`src/hw/rtl/ppc_pkg.sv`:
```
// ----------------------------------------------------------------------------
// Password policy checker package
// Shared constants, register indexes and the byte classifier used by the
// password policy checker.
// ----------------------------------------------------------------------------
`default_nettype none

package ppc_pkg;

   // Default length limit; the length and run counters saturate one above it.
   localparam int LENGTH_LIMIT_DEFAULT = 255;

   localparam int CSR_DATA_W = 32;
   localparam int CSR_ADDR_W = 5;
   localparam int BYTE_W     = 8;
   localparam int CLASS_W    = 4;
   localparam int MIN_CLS_W  = 3;

   // One bit per character class.
   localparam logic [CLASS_W-1:0] CLS_LOWER = 4'b0001;
   localparam logic [CLASS_W-1:0] CLS_UPPER = 4'b0010;
   localparam logic [CLASS_W-1:0] CLS_DIGIT = 4'b0100;
   localparam logic [CLASS_W-1:0] CLS_OTHER = 4'b1000;

   // Register reset values.
   localparam logic [BYTE_W-1:0]    MIN_LENGTH_RESET   = 8'd0;
   localparam logic [BYTE_W-1:0]    MAX_LENGTH_RESET   = 8'd255;
   localparam logic [MIN_CLS_W-1:0] MIN_CLASSES_RESET  = 3'd0;
   localparam logic [CLASS_W-1:0]   REQUIRED_RESET     = 4'd0;
   localparam logic [CLASS_W-1:0]   FORBIDDEN_RESET    = 4'd0;
   localparam logic [BYTE_W-1:0]    MAX_REPEAT_RESET   = 8'd0;
   localparam logic [BYTE_W-1:0]    MAX_ASCENDING_RESET = 8'd0;

   // Register word indexes (byte address is four times the index).
   typedef enum logic [2:0] {
      REG_MIN_LENGTH    = 3'd0,
      REG_MAX_LENGTH    = 3'd1,
      REG_MIN_CLASSES   = 3'd2,
      REG_REQUIRED      = 3'd3,
      REG_FORBIDDEN     = 3'd4,
      REG_MAX_REPEAT    = 3'd5,
      REG_MAX_ASCENDING = 3'd6
   } reg_index_type;

   // Classifies one byte into exactly one class.
   function automatic logic [CLASS_W-1:0] class_of(input logic [BYTE_W-1:0] b);
      logic [CLASS_W-1:0] cls;
      if (b >= 8'h61 && b <= 8'h7A) begin
         cls = CLS_LOWER;
      end else if (b >= 8'h41 && b <= 8'h5A) begin
         cls = CLS_UPPER;
      end else if (b >= 8'h30 && b <= 8'h39) begin
         cls = CLS_DIGIT;
      end else begin
         cls = CLS_OTHER;
      end
      return cls;
   endfunction

endpackage

`default_nettype wire

```
`src/hw/rtl/password_policy_checker_top.sv`:
```
// ----------------------------------------------------------------------------
// Password policy checker
// Checks a password, streamed one byte per request, against a configurable
// complexity policy and returns one pass/fail result per password.
// ----------------------------------------------------------------------------
//
// Usage:
//   The request channel (req_valid/req_ready) carries one password byte per
//   request together with a last flag. Only a request with the last flag set
//   produces a result, a single ok bit on the response channel
//   (rsp_valid/rsp_ready). All other requests just update the running state.
//   The policy registers are written over the APB-style port, and should only
//   be changed while no password is in flight.
// Timing:
//   Every byte is classified and folded into the running state in the cycle
//   it is accepted, so one request is taken every clock cycle while req_ready
//   is high. The result of a final byte is registered in the output register,
//   or in the skid register while the output register is held.
// Stalls and reset:
//   Results go into a two-entry queue (output register plus skid register),
//   so requests keep flowing while one result waits to be taken. Only when
//   both entries are full is req_ready dropped. Synchronous reset clears the
//   running state, the result queue and sets the registers to their defaults.
// ----------------------------------------------------------------------------
`default_nettype none

module password_policy_checker_top #(
   parameter int LENGTH_LIMIT = ppc_pkg::LENGTH_LIMIT_DEFAULT
) (
   input  wire                                 clock,
   input  wire                                 reset,
   // Request channel
   input  wire                                 req_valid,
   output logic                                req_ready,
   input  wire  [ppc_pkg::BYTE_W-1:0]          req_char_byte,
   input  wire                                 req_last_byte,
   // Response channel
   output logic                                rsp_valid,
   input  wire                                 rsp_ready,
   output logic                                rsp_ok,
   // Register port
   input  wire                                 psel,
   input  wire                                 penable,
   input  wire                                 pwrite,
   input  wire  [ppc_pkg::CSR_ADDR_W-1:0]      paddr,
   input  wire  [ppc_pkg::CSR_DATA_W-1:0]      pwdata,
   output logic [ppc_pkg::CSR_DATA_W-1:0]      prdata,
   output logic                                pready
);

   // The counters must hold LENGTH_LIMIT + 1, their saturation value.
   localparam int CNT_W = $clog2(LENGTH_LIMIT + 2);
   // Comparisons against the 8-bit limits run at the wider of the two widths.
   localparam int CMP_W = (CNT_W > ppc_pkg::BYTE_W) ? CNT_W : ppc_pkg::BYTE_W;
   localparam logic [CNT_W-1:0] CNT_SAT = CNT_W'(LENGTH_LIMIT + 1);
   localparam logic [CNT_W-1:0] CNT_ONE = CNT_W'(1);

   // ------------------------------------------------------------------------
   // Policy registers
   // ------------------------------------------------------------------------
   logic [ppc_pkg::BYTE_W-1:0]    min_length_ff;
   logic [ppc_pkg::BYTE_W-1:0]    max_length_ff;
   logic [ppc_pkg::MIN_CLS_W-1:0] min_classes_ff;
   logic [ppc_pkg::CLASS_W-1:0]   required_ff;
   logic [ppc_pkg::CLASS_W-1:0]   forbidden_ff;
   logic [ppc_pkg::BYTE_W-1:0]    max_repeat_ff;
   logic [ppc_pkg::BYTE_W-1:0]    max_ascending_ff;

   logic                          csr_write;
   ppc_pkg::reg_index_type        csr_index;

   assign pready    = 1'b1;
   assign csr_write = psel & penable & pwrite & pready;
   assign csr_index = ppc_pkg::reg_index_type'(paddr[ppc_pkg::CSR_ADDR_W-1:2]);

   always_ff @(posedge clock) begin
      if (reset) begin
         min_length_ff    <= ppc_pkg::MIN_LENGTH_RESET;
         max_length_ff    <= ppc_pkg::MAX_LENGTH_RESET;
         min_classes_ff   <= ppc_pkg::MIN_CLASSES_RESET;
         required_ff      <= ppc_pkg::REQUIRED_RESET;
         forbidden_ff     <= ppc_pkg::FORBIDDEN_RESET;
         max_repeat_ff    <= ppc_pkg::MAX_REPEAT_RESET;
         max_ascending_ff <= ppc_pkg::MAX_ASCENDING_RESET;
      end else if (csr_write) begin
         unique case (csr_index)
            ppc_pkg::REG_MIN_LENGTH:    min_length_ff    <= pwdata[ppc_pkg::BYTE_W-1:0];
            ppc_pkg::REG_MAX_LENGTH:    max_length_ff    <= pwdata[ppc_pkg::BYTE_W-1:0];
            ppc_pkg::REG_MIN_CLASSES:   min_classes_ff   <= pwdata[ppc_pkg::MIN_CLS_W-1:0];
            ppc_pkg::REG_REQUIRED:      required_ff      <= pwdata[ppc_pkg::CLASS_W-1:0];
            ppc_pkg::REG_FORBIDDEN:     forbidden_ff     <= pwdata[ppc_pkg::CLASS_W-1:0];
            ppc_pkg::REG_MAX_REPEAT:    max_repeat_ff    <= pwdata[ppc_pkg::BYTE_W-1:0];
            ppc_pkg::REG_MAX_ASCENDING: max_ascending_ff <= pwdata[ppc_pkg::BYTE_W-1:0];
            default: ;
         endcase
      end
   end

   // Read-back is a plain decode of the same word index.
   always_comb begin
      unique case (csr_index)
         ppc_pkg::REG_MIN_LENGTH:    prdata = ppc_pkg::CSR_DATA_W'(min_length_ff);
         ppc_pkg::REG_MAX_LENGTH:    prdata = ppc_pkg::CSR_DATA_W'(max_length_ff);
         ppc_pkg::REG_MIN_CLASSES:   prdata = ppc_pkg::CSR_DATA_W'(min_classes_ff);
         ppc_pkg::REG_REQUIRED:      prdata = ppc_pkg::CSR_DATA_W'(required_ff);
         ppc_pkg::REG_FORBIDDEN:     prdata = ppc_pkg::CSR_DATA_W'(forbidden_ff);
         ppc_pkg::REG_MAX_REPEAT:    prdata = ppc_pkg::CSR_DATA_W'(max_repeat_ff);
         ppc_pkg::REG_MAX_ASCENDING: prdata = ppc_pkg::CSR_DATA_W'(max_ascending_ff);
         default:                    prdata = '0;
      endcase
   end

   // ------------------------------------------------------------------------
   // Running password state
   // ------------------------------------------------------------------------
   logic [CNT_W-1:0]              length_ff,   length_in;
   logic [ppc_pkg::CLASS_W-1:0]   classes_ff,  classes_in;
   logic [ppc_pkg::BYTE_W-1:0]    prev_ff;
   logic [CNT_W-1:0]              rep_run_ff,  rep_run_in;
   logic [CNT_W-1:0]              asc_run_ff,  asc_run_in;
   logic                          rep_viol_ff, rep_viol_in;
   logic                          asc_viol_ff, asc_viol_in;

   logic                          req_accept;
   logic                          first_byte;
   logic                          is_repeat;
   logic                          is_ascending;
   logic [ppc_pkg::MIN_CLS_W-1:0] class_count;
   logic                          ok_in;

   assign req_accept = req_valid & req_ready;
   assign first_byte = (length_ff == '0);

   // Ascending means one above the previous byte taken as a signed value, so
   // a step from 0x7F to 0x80 is not ascending but 0xFF to 0x00 is.
   assign is_repeat    = (req_char_byte == prev_ff);
   assign is_ascending = (prev_ff != 8'h7F) && ((prev_ff + 8'd1) == req_char_byte);

   always_comb begin
      length_in  = (length_ff == CNT_SAT) ? length_ff : length_ff + CNT_ONE;
      classes_in = classes_ff | ppc_pkg::class_of(req_char_byte);

      if (first_byte) begin
         // Both runs start afresh and no run limit is checked on this byte.
         rep_run_in  = CNT_ONE;
         asc_run_in  = CNT_ONE;
         rep_viol_in = rep_viol_ff;
         asc_viol_in = asc_viol_ff;
      end else begin
         if (is_repeat) begin
            rep_run_in = (rep_run_ff == CNT_SAT) ? rep_run_ff : rep_run_ff + CNT_ONE;
         end else begin
            rep_run_in = CNT_ONE;
         end
         if (is_ascending) begin
            asc_run_in = (asc_run_ff == CNT_SAT) ? asc_run_ff : asc_run_ff + CNT_ONE;
         end else begin
            asc_run_in = CNT_ONE;
         end
         rep_viol_in = rep_viol_ff | ((max_repeat_ff != '0) &&
                       (CMP_W'(rep_run_in) > CMP_W'(max_repeat_ff)));
         asc_viol_in = asc_viol_ff | ((max_ascending_ff != '0) &&
                       (CMP_W'(asc_run_in) > CMP_W'(max_ascending_ff)));
      end
   end

   assign class_count = ppc_pkg::MIN_CLS_W'($countones(classes_in));

   // Verdict for the password if this byte is its last one.
   assign ok_in = (CMP_W'(length_in) >= CMP_W'(min_length_ff))
                & (CMP_W'(length_in) <= CMP_W'(max_length_ff))
                & (class_count >= min_classes_ff)
                & ((required_ff & ~classes_in) == '0)
                & ((forbidden_ff & classes_in) == '0)
                & ~rep_viol_in
                & ~asc_viol_in;

   // The state clears once the final byte of a password has been taken.
   always_ff @(posedge clock) begin
      if (reset) begin
         length_ff   <= '0;
         classes_ff  <= '0;
         prev_ff     <= '0;
         rep_run_ff  <= '0;
         asc_run_ff  <= '0;
         rep_viol_ff <= 1'b0;
         asc_viol_ff <= 1'b0;
      end else if (req_accept) begin
         if (req_last_byte) begin
            length_ff   <= '0;
            classes_ff  <= '0;
            prev_ff     <= '0;
            rep_run_ff  <= '0;
            asc_run_ff  <= '0;
            rep_viol_ff <= 1'b0;
            asc_viol_ff <= 1'b0;
         end else begin
            length_ff   <= length_in;
            classes_ff  <= classes_in;
            prev_ff     <= req_char_byte;
            rep_run_ff  <= rep_run_in;
            asc_run_ff  <= asc_run_in;
            rep_viol_ff <= rep_viol_in;
            asc_viol_ff <= asc_viol_in;
         end
      end
   end

   // ------------------------------------------------------------------------
   // Result queue: output register with a skid register behind it
   // ------------------------------------------------------------------------
   logic out_valid_ff;
   logic out_ok_ff;
   logic skid_valid_ff;
   logic skid_ok_ff;
   logic out_free;
   logic new_result;

   // The skid entry is only filled while the output entry is held, so a free
   // skid entry is enough to take any request.
   assign req_ready  = ~skid_valid_ff;
   assign out_free   = ~out_valid_ff | rsp_ready;
   assign new_result = req_accept & req_last_byte;

   always_ff @(posedge clock) begin
      if (reset) begin
         out_valid_ff  <= 1'b0;
         skid_valid_ff <= 1'b0;
      end else if (out_free) begin
         if (skid_valid_ff) begin
            out_valid_ff  <= 1'b1;
            skid_valid_ff <= 1'b0;
         end else begin
            out_valid_ff  <= new_result;
         end
      end else if (new_result) begin
         skid_valid_ff <= 1'b1;
      end
   end

   always_ff @(posedge clock) begin
      if (out_free) begin
         out_ok_ff <= skid_valid_ff ? skid_ok_ff : ok_in;
      end
      if (!out_free && new_result) begin
         skid_ok_ff <= ok_in;
      end
   end

   assign rsp_valid = out_valid_ff;
   assign rsp_ok    = out_ok_ff;

endmodule

`default_nettype wire

```
`config.mk`:
```
export PLATFORM = sky130hd
export DESIGN_NAME = password_policy_checker_top
export DESIGN_NICKNAME = d
export VERILOG_FILES = /design/src/hw/rtl/ppc_pkg.sv /design/src/hw/rtl/password_policy_checker_top.sv
export SDC_FILE = /design/constraint.sdc
export NUM_CORES = 1
export LEC_CHECK = 0
export ABC_AREA = 1
export BUFFER_PORTS_ARGS = -buffer_cell sky130_fd_sc_hd__buf_2
export CAP_MARGIN = 20
export CORE_MARGIN = 2
export CORE_UTILIZATION = 33
export CTS_CLUSTER_DIAMETER = 120
export CTS_CLUSTER_SIZE = 28
export DETAILED_ROUTE_END_ITERATION = 12
export PLACE_DENSITY = 0.61
export SYNTH_ARGS = -nofsm -noshare
export SYNTH_HDL_FRONTEND = slang
export SYNTH_SLANG_ARGS = --single-unit
```
`constraint.sdc`:
```
create_clock -name clock -period 4.4 [get_ports clock]
set_input_delay 0.44 -clock clock [delete_from_list [all_inputs] [get_ports clock]]
set_output_delay 0.44 -clock clock [all_outputs]
set_load 0.05 [all_outputs]
```
==> results of run 1 <==
[worst max-delay path: stages (launching register included)]
cell,delay (ns)
sky130_fd_sc_hd__dfxtp_1,0.35
sky130_fd_sc_hd__inv_1,0.09
sky130_fd_sc_hd__ha_1,0.15
sky130_fd_sc_hd__inv_1,0.04
sky130_fd_sc_hd__nor4_1,0.22
sky130_fd_sc_hd__inv_1,0.08
sky130_fd_sc_hd__nor2_1,0.15
sky130_fd_sc_hd__inv_1,0.10
sky130_fd_sc_hd__o21ai_0,0.53
sky130_fd_sc_hd__ha_1,0.35
sky130_fd_sc_hd__nand2_1,0.07
sky130_fd_sc_hd__nor2_1,0.05
sky130_fd_sc_hd__nand2_1,0.05
sky130_fd_sc_hd__nand2_1,0.04
sky130_fd_sc_hd__o21ai_0,0.18
sky130_fd_sc_hd__nand2_1,0.07
sky130_fd_sc_hd__nand2_1,0.06
sky130_fd_sc_hd__nand2_1,0.04
sky130_fd_sc_hd__nand2_1,0.11
sky130_fd_sc_hd__nand3_1,0.09
sky130_fd_sc_hd__nor2_1,0.11
sky130_fd_sc_hd__nand2_1,0.08
sky130_fd_sc_hd__a21oi_1,0.12
[through the flow]
step | area (um2) | setup WS (ns) | std cells | hold WS [ns]
4_1_cts | 6530 | 1.10 | 1149 | 0.351
2_1_floorplan | 6030 | 1.31 | 909 | 0.428
6_report | 6530 | 1.09 | 1149 | 0.357
3_3_place_gp | 6250 | 0.925 | 1134 | 0.441
3_5_place_dp | 6250 | 0.908 | 1134 | 0.447
5_1_grt | 6530 | 0.784 | 1149 | 0.373
[Yosys cell counts (10+ instances only)]
| master | count |
|---|---|
| sky130_fd_sc_hd__xor2_1 | 11 |
| sky130_fd_sc_hd__o22ai_1 | 11 |
| sky130_fd_sc_hd__nor3_1 | 10 |
| sky130_fd_sc_hd__nand4_1 | 11 |
| sky130_fd_sc_hd__dfxtp_1 | 86 |
| sky130_fd_sc_hd__nor2_1 | 67 |
| sky130_fd_sc_hd__o21ai_0 | 44 |
| sky130_fd_sc_hd__nand2_1 | 222 |
| sky130_fd_sc_hd__buf_4 | 25 |
| sky130_fd_sc_hd__a21oi_1 | 88 |
| sky130_fd_sc_hd__nand3_1 | 33 |
| sky130_fd_sc_hd__clkbuf_1 | 12 |
| sky130_fd_sc_hd__inv_1 | 130 |
| sky130_fd_sc_hd__ha_1 | 45 |
[flip-flops by register name (all words and copies together) (netlist names)]
name              count
skid_valid_ff         1
max_ascending_ff      8
min_length_ff         8
prev_ff               8
asc_viol_ff           1
asc_run_ff            9
rep_run_ff            9
forbidden_ff          4
max_repeat_ff         8
max_length_ff         8
rsp_valid             1
required_ff           4
rsp_ok                1
skid_ok_ff            1
classes_ff            4
rep_viol_ff           1
length_ff             9
min_classes_ff        3
[routing by layer]
layer	GRT usage [%]	routed length, um
met4	3.49	140
met2	24.0	6360
met1	23.4	7810
met3	3.67	658
met5	0	0
[layout make-up]
type,instances,area (um2),area share (%)
clock buffers,11,254,3.89
clock inverters,4,28.8,0.441
inverters,139,522,7.99
multi-input cells,638,3450,52.8
flip-flops and latches,88,1780,27.3
well taps,229,287,4.39
repair buffers,40,208,3.18
[final timing paths]
check | startpoint | endpoint | slack, ns | cells after the start
max reg2reg | length_ff[0] | rsp_ok | 1.09 | 22
min | pwdata[6] | max_length_ff[6] | 0.36 | 3
min reg2reg | asc_viol_ff | asc_viol_ff | 0.46 | 2
max | length_ff[0] | rsp_ok | 1.09 | 22
[power breakdown]
part	internal (W)	leakage, nW	switching [W]
sequential	0.000816	0.715	0.0000106
clock	0.000415	0.133	0.000337
combinational	0.0000750	1.97	0.000219
total	0.00131	2.82	0.000567
[cells by family after synthesis]
logic type / after synthesis / synth area share (%)
AO/OA/AOI/OAI: 173 / 16.6
XOR/XNOR: 16 / 2.36
adder cells (fa/ha/maj): 45 / 9.48
other: 2 / 0.126
AND/OR/NAND/NOR: 379 / 28.1
buffers and inverters: 183 / 13.4
flip-flops: 88 / 30.0
==> flow_results.xml, run 1 <==
<?xml version="1.0" encoding="UTF-8"?>
<metrics>
  <group name="logic_synthesis">
    <metric name="synth_largest_area_cell" unit="">sky130_fd_sc_hd__dfxtp_1</metric>
    <metric name="ys_dominant_reg_cell" unit="">sky130_fd_sc_hd__dfxtp_1</metric>
    <metric name="yosys-top-cells-area" unit="">sky130_fd_sc_hd__dfxtp_1 (29%), sky130_fd_sc_hd__nand2_1 (14%), sky130_fd_sc_hd__ha_1 (9.5%)</metric>
    <metric name="cell_area_after_synthesis" unit="um2">5940</metric>
    <metric name="syn-instance-count" unit="">886</metric>
    <metric name="synth_cell_type_count" unit="">46</metric>
    <metric name="synthesized_area_per_cell" unit="um2">6.71</metric>
    <metric name="yosysWarnings" unit="">0</metric>
    <metric name="synth_sequential_area_ratio" unit="%">30.0</metric>
    <metric name="yosys.area.top_type_share" unit="%">29.0</metric>
    <metric name="async_reset_ff_share" unit="%">0</metric>
    <metric name="synth.ff_latch_count" unit="">88</metric>
    <metric name="post_synth_edffs" unit="">2</metric>
  </group>
  <group name="power_and_ir_drop">
    <metric name="power.static_leakage" unit="nW">2.82</metric>
    <metric name="post-layout-total-power" unit="W">0.00187</metric>
    <metric name="power.density" unit="nW/um2">287</metric>
    <metric name="worst_ir_drop_vdd" unit="mV">0.194</metric>
  </group>
  <group name="finish">
    <metric name="mostFrequentLayoutCell" unit="">sky130_fd_sc_hd__nand2_1</metric>
    <metric name="finalNetCount" unit="">1014</metric>
    <metric name="layout.cells.most_common_list" unit="">sky130_fd_sc_hd__nand2_1 (222), sky130_fd_sc_hd__inv_1 (130), sky130_fd_sc_hd__a21oi_1 (88)</metric>
    <metric name="drive_above_1_share" unit="%">10.2</metric>
    <metric name="fin_util" unit="%">36.6</metric>
    <metric name="fillerInstances" unit="">1931</metric>
    <metric name="synthToLayoutAreaGrowth" unit="%">9.96</metric>
    <metric name="num_antenna_cells" unit="">0</metric>
  </group>
  <group name="clock_tree">
    <metric name="cts_setup_buffers" unit="">0</metric>
    <metric name="cts_tree" unit="">yes</metric>
    <metric name="worst_setup_hold_path_clk_slew" unit="ns">0.07</metric>
    <metric name="cts-buffers-inserted" unit="">9</metric>
    <metric name="cts.sink_count" unit="">88</metric>
    <metric name="cts_max_path_buffers" unit="">2</metric>
    <metric name="cts.hold.buffers_added" unit="">0</metric>
    <metric name="h-tree-depth" unit="">3</metric>
    <metric name="cts_root_buffer" unit="">sky130_fd_sc_hd__clkbuf_16</metric>
    <metric name="worst_skew_pair.late_latency" unit="ns">0.35</metric>
    <metric name="number_of_gates_resized_after_cts" unit="">0</metric>
  </group>
  <group name="min_path">
    <metric name="hold_class" unit="">primary input to register</metric>
  </group>
  <group name="setup_path">
    <metric name="path_max_fanout" unit="">4</metric>
    <metric name="worst-setup-path-type" unit="">register to register</metric>
    <metric name="critical_path_required" unit="ns">4.60</metric>
    <metric name="cp.arrival" unit="ns">3.51</metric>
    <metric name="critPathLaunchType" unit="">register</metric>
    <metric name="worstSetupEndpointType" unit="">register</metric>
  </group>
  <group name="die">
    <metric name="boundaryPins" unit="">89</metric>
    <metric name="die_footprint" unit="um2">19100</metric>
    <metric name="total_number_of_placement_rows" unit="">49</metric>
    <metric name="fp.dieW" unit="um">138</metric>
    <metric name="chip_height" unit="um">138</metric>
    <metric name="core_region_area" unit="um2">17800</metric>
    <metric name="initial_core_util" unit="%">33.3</metric>
  </group>
  <group name="global_routing">
    <metric name="global_route.overflow_total" unit="">0</metric>
    <metric name="pin_count_of_the_biggest_net_entering_global_routing" unit="">44</metric>
    <metric name="groute.usage.overall" unit="%">16.0</metric>
    <metric name="first_global_vias" unit="">5026</metric>
    <metric name="antenna_found_initial" unit="">0</metric>
    <metric name="global_route_wire_length_before_repair" unit="mm">25.0</metric>
  </group>
  <group name="detailed_routing">
    <metric name="routed_wl" unit="mm">15.0</metric>
    <metric name="drt-pass1-iter-count" unit="">5</metric>
    <metric name="avgViaCountPerCell" unit="">4.73</metric>
    <metric name="drc" unit="">0</metric>
    <metric name="num_vias" unit="">5435</metric>
    <metric name="ant_nets" unit="">0</metric>
    <metric name="initialDrtViolationCount" unit="">380</metric>
    <metric name="wire_per_inst" unit="um">13.0</metric>
  </group>
  <group name="timing">
    <metric name="final.min_clock_period" unit="ns">3.31</metric>
    <metric name="final_hold_violation_count" unit="">0</metric>
    <metric name="rsz0062_at_grt" unit="">no</metric>
    <metric name="worstMarginPinSlew" unit="ns">1.00</metric>
    <metric name="max_clock_freq" unit="MHz">302</metric>
    <metric name="report.final.setup_viol" unit="">0</metric>
    <metric name="relSlewSlack" unit="%">32.8</metric>
    <metric name="timing.final.crit_share" unit="%">75.1</metric>
    <metric name="skew_final" unit="ns">0.00775</metric>
    <metric name="timing.setup.tns" unit="ns">0</metric>
    <metric name="report.final.slew_viol_count" unit="">0</metric>
  </group>
  <group name="outcome">
    <metric name="run_status" unit="">complete, no violations</metric>
  </group>
  <group name="placed_design">
    <metric name="hpwlAfterDp" unit="mm">11.4</metric>
    <metric name="gp_congestion" unit="">0.828</metric>
    <metric name="buffer_ports.inserted" unit="">37</metric>
  </group>
  <group name="run">
    <metric name="maximum_capacitance_violations" unit="">0</metric>
  </group>
</metrics>
No activity file was read; power rests on OpenSTA's default activity.
==> run 2: changes to the inputs <==
--- a/config.mk
+++ b/config.mk
@@ -5,7 +5,7 @@
 export SDC_FILE = /design/constraint.sdc
 export NUM_CORES = 1
 export LEC_CHECK = 0
-export ABC_AREA = 1
+export ABC_AREA = 0
 export BUFFER_PORTS_ARGS = -buffer_cell sky130_fd_sc_hd__buf_2
 export CAP_MARGIN = 20
 export CORE_MARGIN = 2
@@ -13,7 +13,7 @@
 export CTS_CLUSTER_DIAMETER = 120
 export CTS_CLUSTER_SIZE = 28
 export DETAILED_ROUTE_END_ITERATION = 12
-export PLACE_DENSITY = 0.61
+export PLACE_DENSITY = 0.63
 export SYNTH_ARGS = -nofsm -noshare
 export SYNTH_HDL_FRONTEND = slang
 export SYNTH_SLANG_ARGS = --single-unit
==> constraint.sdc (replaced) <==
create_clock -name clock -period 2.9 [get_ports clock]
set_input_delay 0.29 -clock clock [delete_from_list [all_inputs] [get_ports clock]]
set_output_delay 0.29 -clock clock [all_outputs]
set_load 0.05 [all_outputs]
==> run 2 against run 1 <==
  * The run now ends with negative setup slack left
  * Clock power is 56% higher
  * Sequential cell count did not move
  * Synthesized area shrank 0.34%
  * Register-to-register slack worse by 1.3 ns
  * Power increased by 52%
  * Die area shrank 0.33%
  * Clock skew is 0.00094 ns higher
  * Utilization rose by 4.3 points
  * Hold slack got worse by 0.11 ns
  * Critical path depth down 9
  * Highest routed layer unchanged
==> flow_results.xml, run 2 <==
<?xml version="1.0" encoding="UTF-8"?>
<metrics>
  <group name="outcome">
    <metric name="run_status" unit="">finished, violations left</metric>
    <metric name="failing_checks" unit="">negative setup slack</metric>
  </group>
  <group name="logic_synthesis">
    <metric name="yosysWarnings" unit="">0</metric>
    <metric name="syn-instance-count" unit="">728</metric>
    <metric name="synth_sequential_area_ratio" unit="%">30.1</metric>
    <metric name="synth_simple_gate_area_share" unit="%">21.6</metric>
    <metric name="yosys-mux-area-fraction" unit="%">9.62</metric>
    <metric name="area_fraction_in_compound_gates_after_synthesis" unit="%">16.0</metric>
    <metric name="synth.ff_latch_count" unit="">88</metric>
    <metric name="ys_dominant_reg_cell" unit="">sky130_fd_sc_hd__dfxtp_1</metric>
    <metric name="cell_area_after_synthesis" unit="um2">5920</metric>
    <metric name="post_synth_edffs" unit="">2</metric>
    <metric name="yosys.area.top_type_share" unit="%">29.1</metric>
    <metric name="synth_adder_area_share" unit="%">9.51</metric>
    <metric name="main_combinational_cell_family_by_area_after_synthesis" unit="">simple AND/OR/NAND/NOR gates</metric>
    <metric name="most_common_library_cells_after_synthesis" unit="">sky130_fd_sc_hd__nor2_1 (93), sky130_fd_sc_hd__dfxtp_1 (86), sky130_fd_sc_hd__nand2_1 (57)</metric>
    <metric name="synth_xor_xnor_area_share" unit="%">4.59</metric>
    <metric name="synth_cell_type_count" unit="">68</metric>
    <metric name="yosysMostFrequentCell" unit="">sky130_fd_sc_hd__nor2_1</metric>
    <metric name="async_reset_ff_share" unit="%">0</metric>
    <metric name="synthesized_area_per_cell" unit="um2">8.13</metric>
    <metric name="yosys-top-cells-area" unit="">sky130_fd_sc_hd__dfxtp_1 (29%), sky130_fd_sc_hd__ha_1 (9.5%), sky130_fd_sc_hd__mux2i_1 (8.3%)</metric>
    <metric name="synth_largest_area_cell" unit="">sky130_fd_sc_hd__dfxtp_1</metric>
  </group>
  <group name="setup_path">
    <metric name="cp.arrival" unit="ns">3.25</metric>
    <metric name="r2r_setup_slack" unit="ns">-0.17</metric>
    <metric name="crit_slowest_cell" unit="">sky130_fd_sc_hd__dfxtp_4</metric>
    <metric name="crit_path_start" unit="">prev_ff[0]</metric>
    <metric name="cp_cell_sequence" unit="">ha_4, buf_4, nor2b_1, o311ai_1, buf_4, o311ai_4, nor2_1, ha_1, a21o_1, a21o_1, a2111oi_4, o221ai_2, nor4b_2</metric>
    <metric name="path_max_fanout" unit="">5</metric>
    <metric name="critPathLaunchType" unit="">register</metric>
    <metric name="critical_path_required" unit="ns">3.08</metric>
    <metric name="worstSetupEndpointType" unit="">register</metric>
    <metric name="timing.rr.end" unit="">skid_ok_ff</metric>
    <metric name="worstReg2RegStart" unit="">prev_ff[0]</metric>
    <metric name="timing.reg2reg.worst_path_depth" unit="">13</metric>
    <metric name="worst-setup-path-type" unit="">register to register</metric>
    <metric name="timing.critical_path.slowest_cell_delay" unit="ns">0.37</metric>
  </group>
  <group name="power_and_ir_drop">
    <metric name="power.density" unit="nW/um2">400</metric>
    <metric name="power.static_leakage" unit="nW">2.93</metric>
    <metric name="worst_ir_drop_vdd" unit="mV">0.309</metric>
  </group>
  <group name="finish">
    <metric name="layout.cells.most_common_list" unit="">sky130_fd_sc_hd__nor2_1 (87), sky130_fd_sc_hd__dfxtp_1 (81), sky130_fd_sc_hd__buf_4 (64)</metric>
    <metric name="fin_util" unit="%">41.0</metric>
    <metric name="num_antenna_cells" unit="">0</metric>
    <metric name="finalNetCount" unit="">901</metric>
    <metric name="multi_input_area" unit="um2">3910</metric>
    <metric name="fillerInstances" unit="">1754</metric>
    <metric name="drive_above_1_share" unit="%">20.8</metric>
    <metric name="mostFrequentLayoutCell" unit="">sky130_fd_sc_hd__nor2_1</metric>
    <metric name="biggestRegsByFlops" unit="">asc_run_ff (9), length_ff (9), rep_run_ff (9)</metric>
    <metric name="final_design_area_no_fill" unit="um2">7130</metric>
    <metric name="synthToLayoutAreaGrowth" unit="%">20.5</metric>
    <metric name="final-seq-area" unit="um2">1800</metric>
  </group>
  <group name="timing">
    <metric name="skew_final" unit="ns">0.00869</metric>
    <metric name="timing.final.crit_share" unit="%">106</metric>
    <metric name="final_hold_violation_count" unit="">0</metric>
    <metric name="report.final.slew_viol_count" unit="">0</metric>
    <metric name="rsz0062_at_grt" unit="">yes</metric>
    <metric name="report.final.setup_viol" unit="">3</metric>
    <metric name="final.min_clock_period" unit="ns">3.07</metric>
    <metric name="timing.setup.tns" unit="ns">-0.340</metric>
    <metric name="worstMarginPinSlew" unit="ns">0.777</metric>
    <metric name="relSlewSlack" unit="%">48.0</metric>
    <metric name="max_clock_freq" unit="MHz">325</metric>
    <metric name="setup_slack" unit="ns">-0.173</metric>
  </group>
  <group name="clock_tree">
    <metric name="cts_root_buffer" unit="">sky130_fd_sc_hd__clkbuf_16</metric>
    <metric name="cts.sink_count" unit="">88</metric>
    <metric name="worst_setup_hold_path_clk_slew" unit="ns">0.07</metric>
    <metric name="cts_max_path_buffers" unit="">2</metric>
    <metric name="cts.hold.buffers_added" unit="">0</metric>
    <metric name="h-tree-depth" unit="">3</metric>
    <metric name="cts_tree" unit="">yes</metric>
    <metric name="worst_skew_pair.late_latency" unit="ns">0.35</metric>
    <metric name="cts-buffers-inserted" unit="">9</metric>
  </group>
  <group name="min_path">
    <metric name="hold-path-endpoint" unit="">min_length_ff[7]</metric>
    <metric name="min_path_cells" unit="">3</metric>
    <metric name="hold_class" unit="">primary input to register</metric>
    <metric name="hold_path.startpoint" unit="">pwdata[7]</metric>
  </group>
  <group name="die">
    <metric name="initial_core_util" unit="%">34.0</metric>
    <metric name="chip_height" unit="um">138</metric>
    <metric name="boundaryPins" unit="">89</metric>
    <metric name="die_footprint" unit="um2">19000</metric>
    <metric name="total_number_of_placement_rows" unit="">48</metric>
    <metric name="core_region_area" unit="um2">17400</metric>
    <metric name="fp.dieW" unit="um">138</metric>
  </group>
  <group name="placed_design">
    <metric name="gp_congestion" unit="">0.867</metric>
    <metric name="placedInstanceArea" unit="um2">6730</metric>
    <metric name="hpwlAfterDp" unit="mm">12.3</metric>
    <metric name="buffer_ports.inserted" unit="">37</metric>
    <metric name="dpl_worst_slack" unit="ns">-0.414</metric>
  </group>
  <group name="run">
    <metric name="maximum_capacitance_violations" unit="">0</metric>
  </group>
  <group name="global_routing">
    <metric name="pin_count_of_the_biggest_net_entering_global_routing" unit="">32</metric>
    <metric name="global_route_wire_length_before_repair" unit="mm">26.8</metric>
    <metric name="global_route.overflow_total" unit="">0</metric>
    <metric name="first_global_vias" unit="">5164</metric>
    <metric name="antenna_found_initial" unit="">0</metric>
    <metric name="groute.usage.overall" unit="%">18.1</metric>
  </group>
  <group name="detailed_routing">
    <metric name="wire_per_inst" unit="um">15.8</metric>
    <metric name="drt-pass1-iter-count" unit="">5</metric>
    <metric name="routed_wl" unit="mm">16.3</metric>
    <metric name="initialDrtViolationCount" unit="">328</metric>
    <metric name="ant_nets" unit="">0</metric>
    <metric name="avgViaCountPerCell" unit="">5.21</metric>
    <metric name="num_vias" unit="">5378</metric>
    <metric name="drc" unit="">0</metric>
  </group>
</metrics>
[run 2: cells by family (layout without fill, tap and decap cells)]
kind of cell | Yosys count | in the layout
buffers and inverters | 108 | 164
and+or+nand+nor | 262 | 262
adders and majority gates | 45 | 45
AOI/OAI and AO/OA | 138 | 138
xor gates and xnor gates | 31 | 31
DFF | 88 | 88
other | 2 | 25
muxes | 54 | 54
[run 2: per-layer routing]
layer	GRT usage, %	wire length (um)
met1	25.7	8120
met2	27.7	7100
met3	2.41	725
met4	7.37	406
met5	0	0
[run 2: how the worst max path moves through the flow]
stage | endpoint | slack [ns] | cells after the start
4_1_cts | skid_ok_ff | -0.19 | 12
5_1_grt | skid_ok_ff | -0.39 | 12
6_report | skid_ok_ff | -0.17 | 13
3_3_place_gp | skid_ok_ff | -0.32 | 13
2_1_floorplan | skid_ok_ff | -0.14 | 16
3_5_place_dp | skid_ok_ff | -0.41 | 13
[run 2: power breakdown]
part	internal (W)	switching [W]
logic	0.000140	0.000297
clock network	0.000660	0.000506
registers	0.00123	0.0000204
[run 2: worst max-delay path: cells and delay by family (launching register included)]
kind	cells	cell delay, ns
adders and majority gates	2	0.43
DFF	1	0.37
buffers and inverters	2	0.32
and+or+nand+nor	3	0.53
AOI/OAI and AO/OA	6	1.25
[run 2: final cells by class]
type	instances	share of cell area [%]
timing repair buffer	102	9.61
sequential	88	25.2
multi-input combinational	555	54.8
inverter	47	2.47
clock buffer	9	3.16
tap	225	3.95
clock inverter	6	0.859
[run 2: per-stage QoR]
stage,total power [W],hold slack (ns),instances
3_3_place_gp,0.00170,0.478,1013
3_5_place_dp,0.00170,0.480,1013
4_1_cts,0.00286,0.236,1031
5_1_grt,0.00297,0.255,1032
2_1_floorplan,0.00160,0.418,751
6_report,0.00285,0.249,1032
[run 2: repair_timing]
action	CTS	global route
resized for setup	4	15
endpoints found under the hold margin	0	0
buffers inserted	3	1
pin swaps	5	5
setup endpoints to repair	3	4
==> run 3: changes to the inputs <==
--- a/config.mk
+++ b/config.mk
@@ -13,7 +13,7 @@
 export CTS_CLUSTER_DIAMETER = 120
 export CTS_CLUSTER_SIZE = 28
 export DETAILED_ROUTE_END_ITERATION = 12
-export PLACE_DENSITY = 0.63
+export PLACE_DENSITY = 0.61
 export SYNTH_ARGS = -nofsm -noshare
 export SYNTH_HDL_FRONTEND = slang
 export SYNTH_SLANG_ARGS = --single-unit
==> constraint.sdc (replaced) <==
create_clock -name clock -period 3.9 [get_ports clock]
set_input_delay 0.39 -clock clock [delete_from_list [all_inputs] [get_ports clock]]
set_output_delay 0.39 -clock clock [all_outputs]
set_load 0.05 [all_outputs]
==> run 3 against run 2 <==
  * The flow now finishes without violations
  * Sequential share of layout area grew 1.9 points
  * Design area down 7.6%
  * Routed wire length is 4.9% lower
  * Power is 23% lower
  * Utilization decreased by 3.1 points
  * Cell count is 4.9% lower
  * Combinational power down 34%
  * Non-clock buffer count down 52
  * Register-to-register slack better by 0.52 ns
  * Critical endpoint unchanged
==> flow_results.xml, run 3 (synthesis gave the netlist of run 2 again) <==
<?xml version="1.0" encoding="UTF-8"?>
<metrics>
  <group name="power_and_ir_drop">
    <metric name="share_seq_of_total_power" unit="%">42.5</metric>
    <metric name="power_report.internal_total" unit="W">0.00156</metric>
    <metric name="power.share.switching" unit="%">28.5</metric>
    <metric name="p_clk_share" unit="%">44.4</metric>
    <metric name="post-layout-total-power" unit="W">0.00219</metric>
    <metric name="worst_ir_drop_vdd" unit="mV">0.279</metric>
    <metric name="comb_power_share" unit="%">13.1</metric>
    <metric name="switching_power" unit="W">0.000623</metric>
    <metric name="power.static_leakage" unit="nW">2.64</metric>
    <metric name="power.density" unit="nW/um2">332</metric>
  </group>
  <group name="detailed_routing">
    <metric name="dr.max_layer_used" unit="">met4</metric>
    <metric name="num_vias" unit="">5174</metric>
    <metric name="wire_per_inst" unit="um">15.8</metric>
    <metric name="ant_nets" unit="">0</metric>
    <metric name="drc" unit="">0</metric>
    <metric name="avgViaCountPerCell" unit="">5.27</metric>
    <metric name="met3_length" unit="um">651</metric>
    <metric name="routed_wl" unit="mm">15.5</metric>
    <metric name="initialDrtViolationCount" unit="">240</metric>
    <metric name="routedLengthMet1" unit="mm">8.00</metric>
    <metric name="route.met2.wl" unit="mm">6.68</metric>
    <metric name="drt-pass1-iter-count" unit="">5</metric>
  </group>
  <group name="timing">
    <metric name="timing.final.crit_share" unit="%">91.6</metric>
    <metric name="final_hold_violation_count" unit="">0</metric>
    <metric name="worstMarginPinSlew" unit="ns">0.985</metric>
    <metric name="max_clock_freq" unit="MHz">280</metric>
    <metric name="timing.setup.tns" unit="ns">0</metric>
    <metric name="report.final.setup_viol" unit="">0</metric>
    <metric name="report.final.slew_viol_count" unit="">0</metric>
    <metric name="skew_final" unit="ns">0.00817</metric>
    <metric name="relSlewSlack" unit="%">34.1</metric>
    <metric name="final.min_clock_period" unit="ns">3.57</metric>
    <metric name="rsz0062_at_grt" unit="">no</metric>
  </group>
  <group name="setup_path">
    <metric name="cp.buffers_inverters" unit="">1</metric>
    <metric name="cp.arrival" unit="ns">3.73</metric>
    <metric name="timing.reg2reg.worst_path_depth" unit="">13</metric>
    <metric name="critPathLaunchType" unit="">primary input</metric>
    <metric name="worstSetupEndpointType" unit="">register</metric>
    <metric name="worst-setup-path-type" unit="">primary input to register</metric>
    <metric name="crit_slowest_cell" unit="">sky130_fd_sc_hd__nor4b_1</metric>
    <metric name="cell_family_with_the_largest_share_of_critical_path_delay" unit="">simple AND/OR/NAND/NOR gates</metric>
    <metric name="timing.critical_path.slowest_cell_delay" unit="ns">0.48</metric>
    <metric name="path_max_fanout" unit="">9</metric>
    <metric name="instance_count_on_the_critical_path" unit="">16</metric>
    <metric name="cp_cell_sequence" unit="">buf_2, nor2_1, a21oi_1, nand2_1, nor2_1, o2bb2ai_1, a21oi_1, ha_1, or2_2, ha_1, ha_1, a21o_1, a21oi_1, nor4b_1, nand2_1, nor4b_1</metric>
    <metric name="critical_path_required" unit="ns">4.06</metric>
  </group>
  <group name="die">
    <metric name="initial_core_util" unit="%">34.0</metric>
    <metric name="chip_height" unit="um">138</metric>
    <metric name="core_region_area" unit="um2">17400</metric>
    <metric name="boundaryPins" unit="">89</metric>
    <metric name="total_number_of_placement_rows" unit="">48</metric>
    <metric name="die_footprint" unit="um2">19000</metric>
    <metric name="fp.dieW" unit="um">138</metric>
  </group>
  <group name="clock_tree">
    <metric name="cts-buffers-inserted" unit="">9</metric>
    <metric name="cts.sink_count" unit="">88</metric>
    <metric name="h-tree-depth" unit="">3</metric>
    <metric name="cts_root_buffer" unit="">sky130_fd_sc_hd__clkbuf_16</metric>
    <metric name="worst_setup_hold_path_clk_slew" unit="ns">0.07</metric>
    <metric name="cts_setup_buffers" unit="">0</metric>
    <metric name="worst_skew_pair.late_latency" unit="ns">0.36</metric>
    <metric name="cts_max_path_buffers" unit="">2</metric>
    <metric name="cts_tree" unit="">yes</metric>
    <metric name="cts.hold.buffers_added" unit="">0</metric>
    <metric name="number_of_gates_resized_after_cts" unit="">0</metric>
  </group>
  <group name="finish">
    <metric name="layout.cells.most_common_list" unit="">sky130_fd_sc_hd__nor2_1 (93), sky130_fd_sc_hd__dfxtp_1 (86), sky130_fd_sc_hd__nand2_1 (57)</metric>
    <metric name="drive_above_1_share" unit="%">11.4</metric>
    <metric name="fillerInstances" unit="">1839</metric>
    <metric name="final-seq-area" unit="um2">1780</metric>
    <metric name="num_antenna_cells" unit="">0</metric>
    <metric name="multi_input_area" unit="um2">3740</metric>
    <metric name="finalNetCount" unit="">849</metric>
    <metric name="mostFrequentLayoutCell" unit="">sky130_fd_sc_hd__nor2_1</metric>
    <metric name="synthToLayoutAreaGrowth" unit="%">11.3</metric>
    <metric name="biggestRegsByFlops" unit="">asc_run_ff (9), length_ff (9), rep_run_ff (9)</metric>
  </group>
  <group name="placed_design">
    <metric name="buffer_ports.inserted" unit="">37</metric>
    <metric name="hpwlAfterDp" unit="mm">11.5</metric>
    <metric name="gp_congestion" unit="">0.862</metric>
  </group>
  <group name="run">
    <metric name="maximum_capacitance_violations" unit="">0</metric>
  </group>
  <group name="global_routing">
    <metric name="antenna_found_initial" unit="">0</metric>
    <metric name="groute.usage.overall" unit="%">17.2</metric>
    <metric name="pin_count_of_the_biggest_net_entering_global_routing" unit="">42</metric>
    <metric name="first_global_vias" unit="">4838</metric>
    <metric name="global_route_wire_length_before_repair" unit="mm">25.4</metric>
    <metric name="global_route.overflow_total" unit="">0</metric>
  </group>
  <group name="min_path">
    <metric name="min_path_cells" unit="">3</metric>
    <metric name="hold_class" unit="">primary input to register</metric>
  </group>
  <group name="outcome">
    <metric name="run_status" unit="">complete, no violations</metric>
  </group>
</metrics>
-- run 3: cell type report --
class / count / share of cell area, %
clock buffers: 9 / 3.42
clock inverters: 7 / 1.56
inverters: 47 / 2.68
multi-input cells: 555 / 56.7
flip-flops and latches: 88 / 27.0
well taps: 225 / 4.27
repair buffers: 50 / 4.29
-- run 3: path summary, 6_finish.rpt --
check	from	end	slack, ns
hold / removal	pwdata[5]	min_length_ff[5]	0.33
setup reg to reg	prev_ff[2]	skid_ok_ff	0.35
setup / recovery	req_char_byte[2]	skid_ok_ff	0.33
hold reg to reg	rep_viol_ff	rep_viol_ff	0.47
-- run 3: per-layer routing --
layer | GRT usage [%] | vias to the layer above
li1 | - | 2573
met4 | 4.65 | 0
met5 | 0 | -
met3 | 3.25 | 14
met2 | 26.3 | 138
met1 | 24.7 | 2449
-- run 3: through the flow --
step,hold WS (ns),utilization (%),setup slack [ns],instance area (um2),cells
6_report,0.326,37.8,0.329,6590,981
5_1_grt,0.342,37.8,0.0206,6590,981
2_1_floorplan,0.441,-,0.564,6010,751
3_3_place_gp,0.454,35.8,0.0799,6240,965
4_1_cts,0.316,37.7,0.212,6570,981
3_5_place_dp,0.458,35.8,0.0529,6240,965
-- run 3: tightest hold or removal path, stage by stage --
cell and delay, ns:
sky130_fd_sc_hd__buf_2 0.12, sky130_fd_sc_hd__mux2i_1 0.07, sky130_fd_sc_hd__nor2_1 0.07
-- run 3: power by group through the flow --
stage / Combinational, W / Sequential (W) / Clock, W
CTS: 0.000285 / 0.000930 / 0.000986
detailed placement: 0.000284 / 0.000950 / 0
global route: 0.000314 / 0.000932 / 0.00102
floorplan: 0.000219 / 0.000958 / 0
global placement: 0.000283 / 0.000951 / 0
finish: 0.000287 / 0.000930 / 0.000971
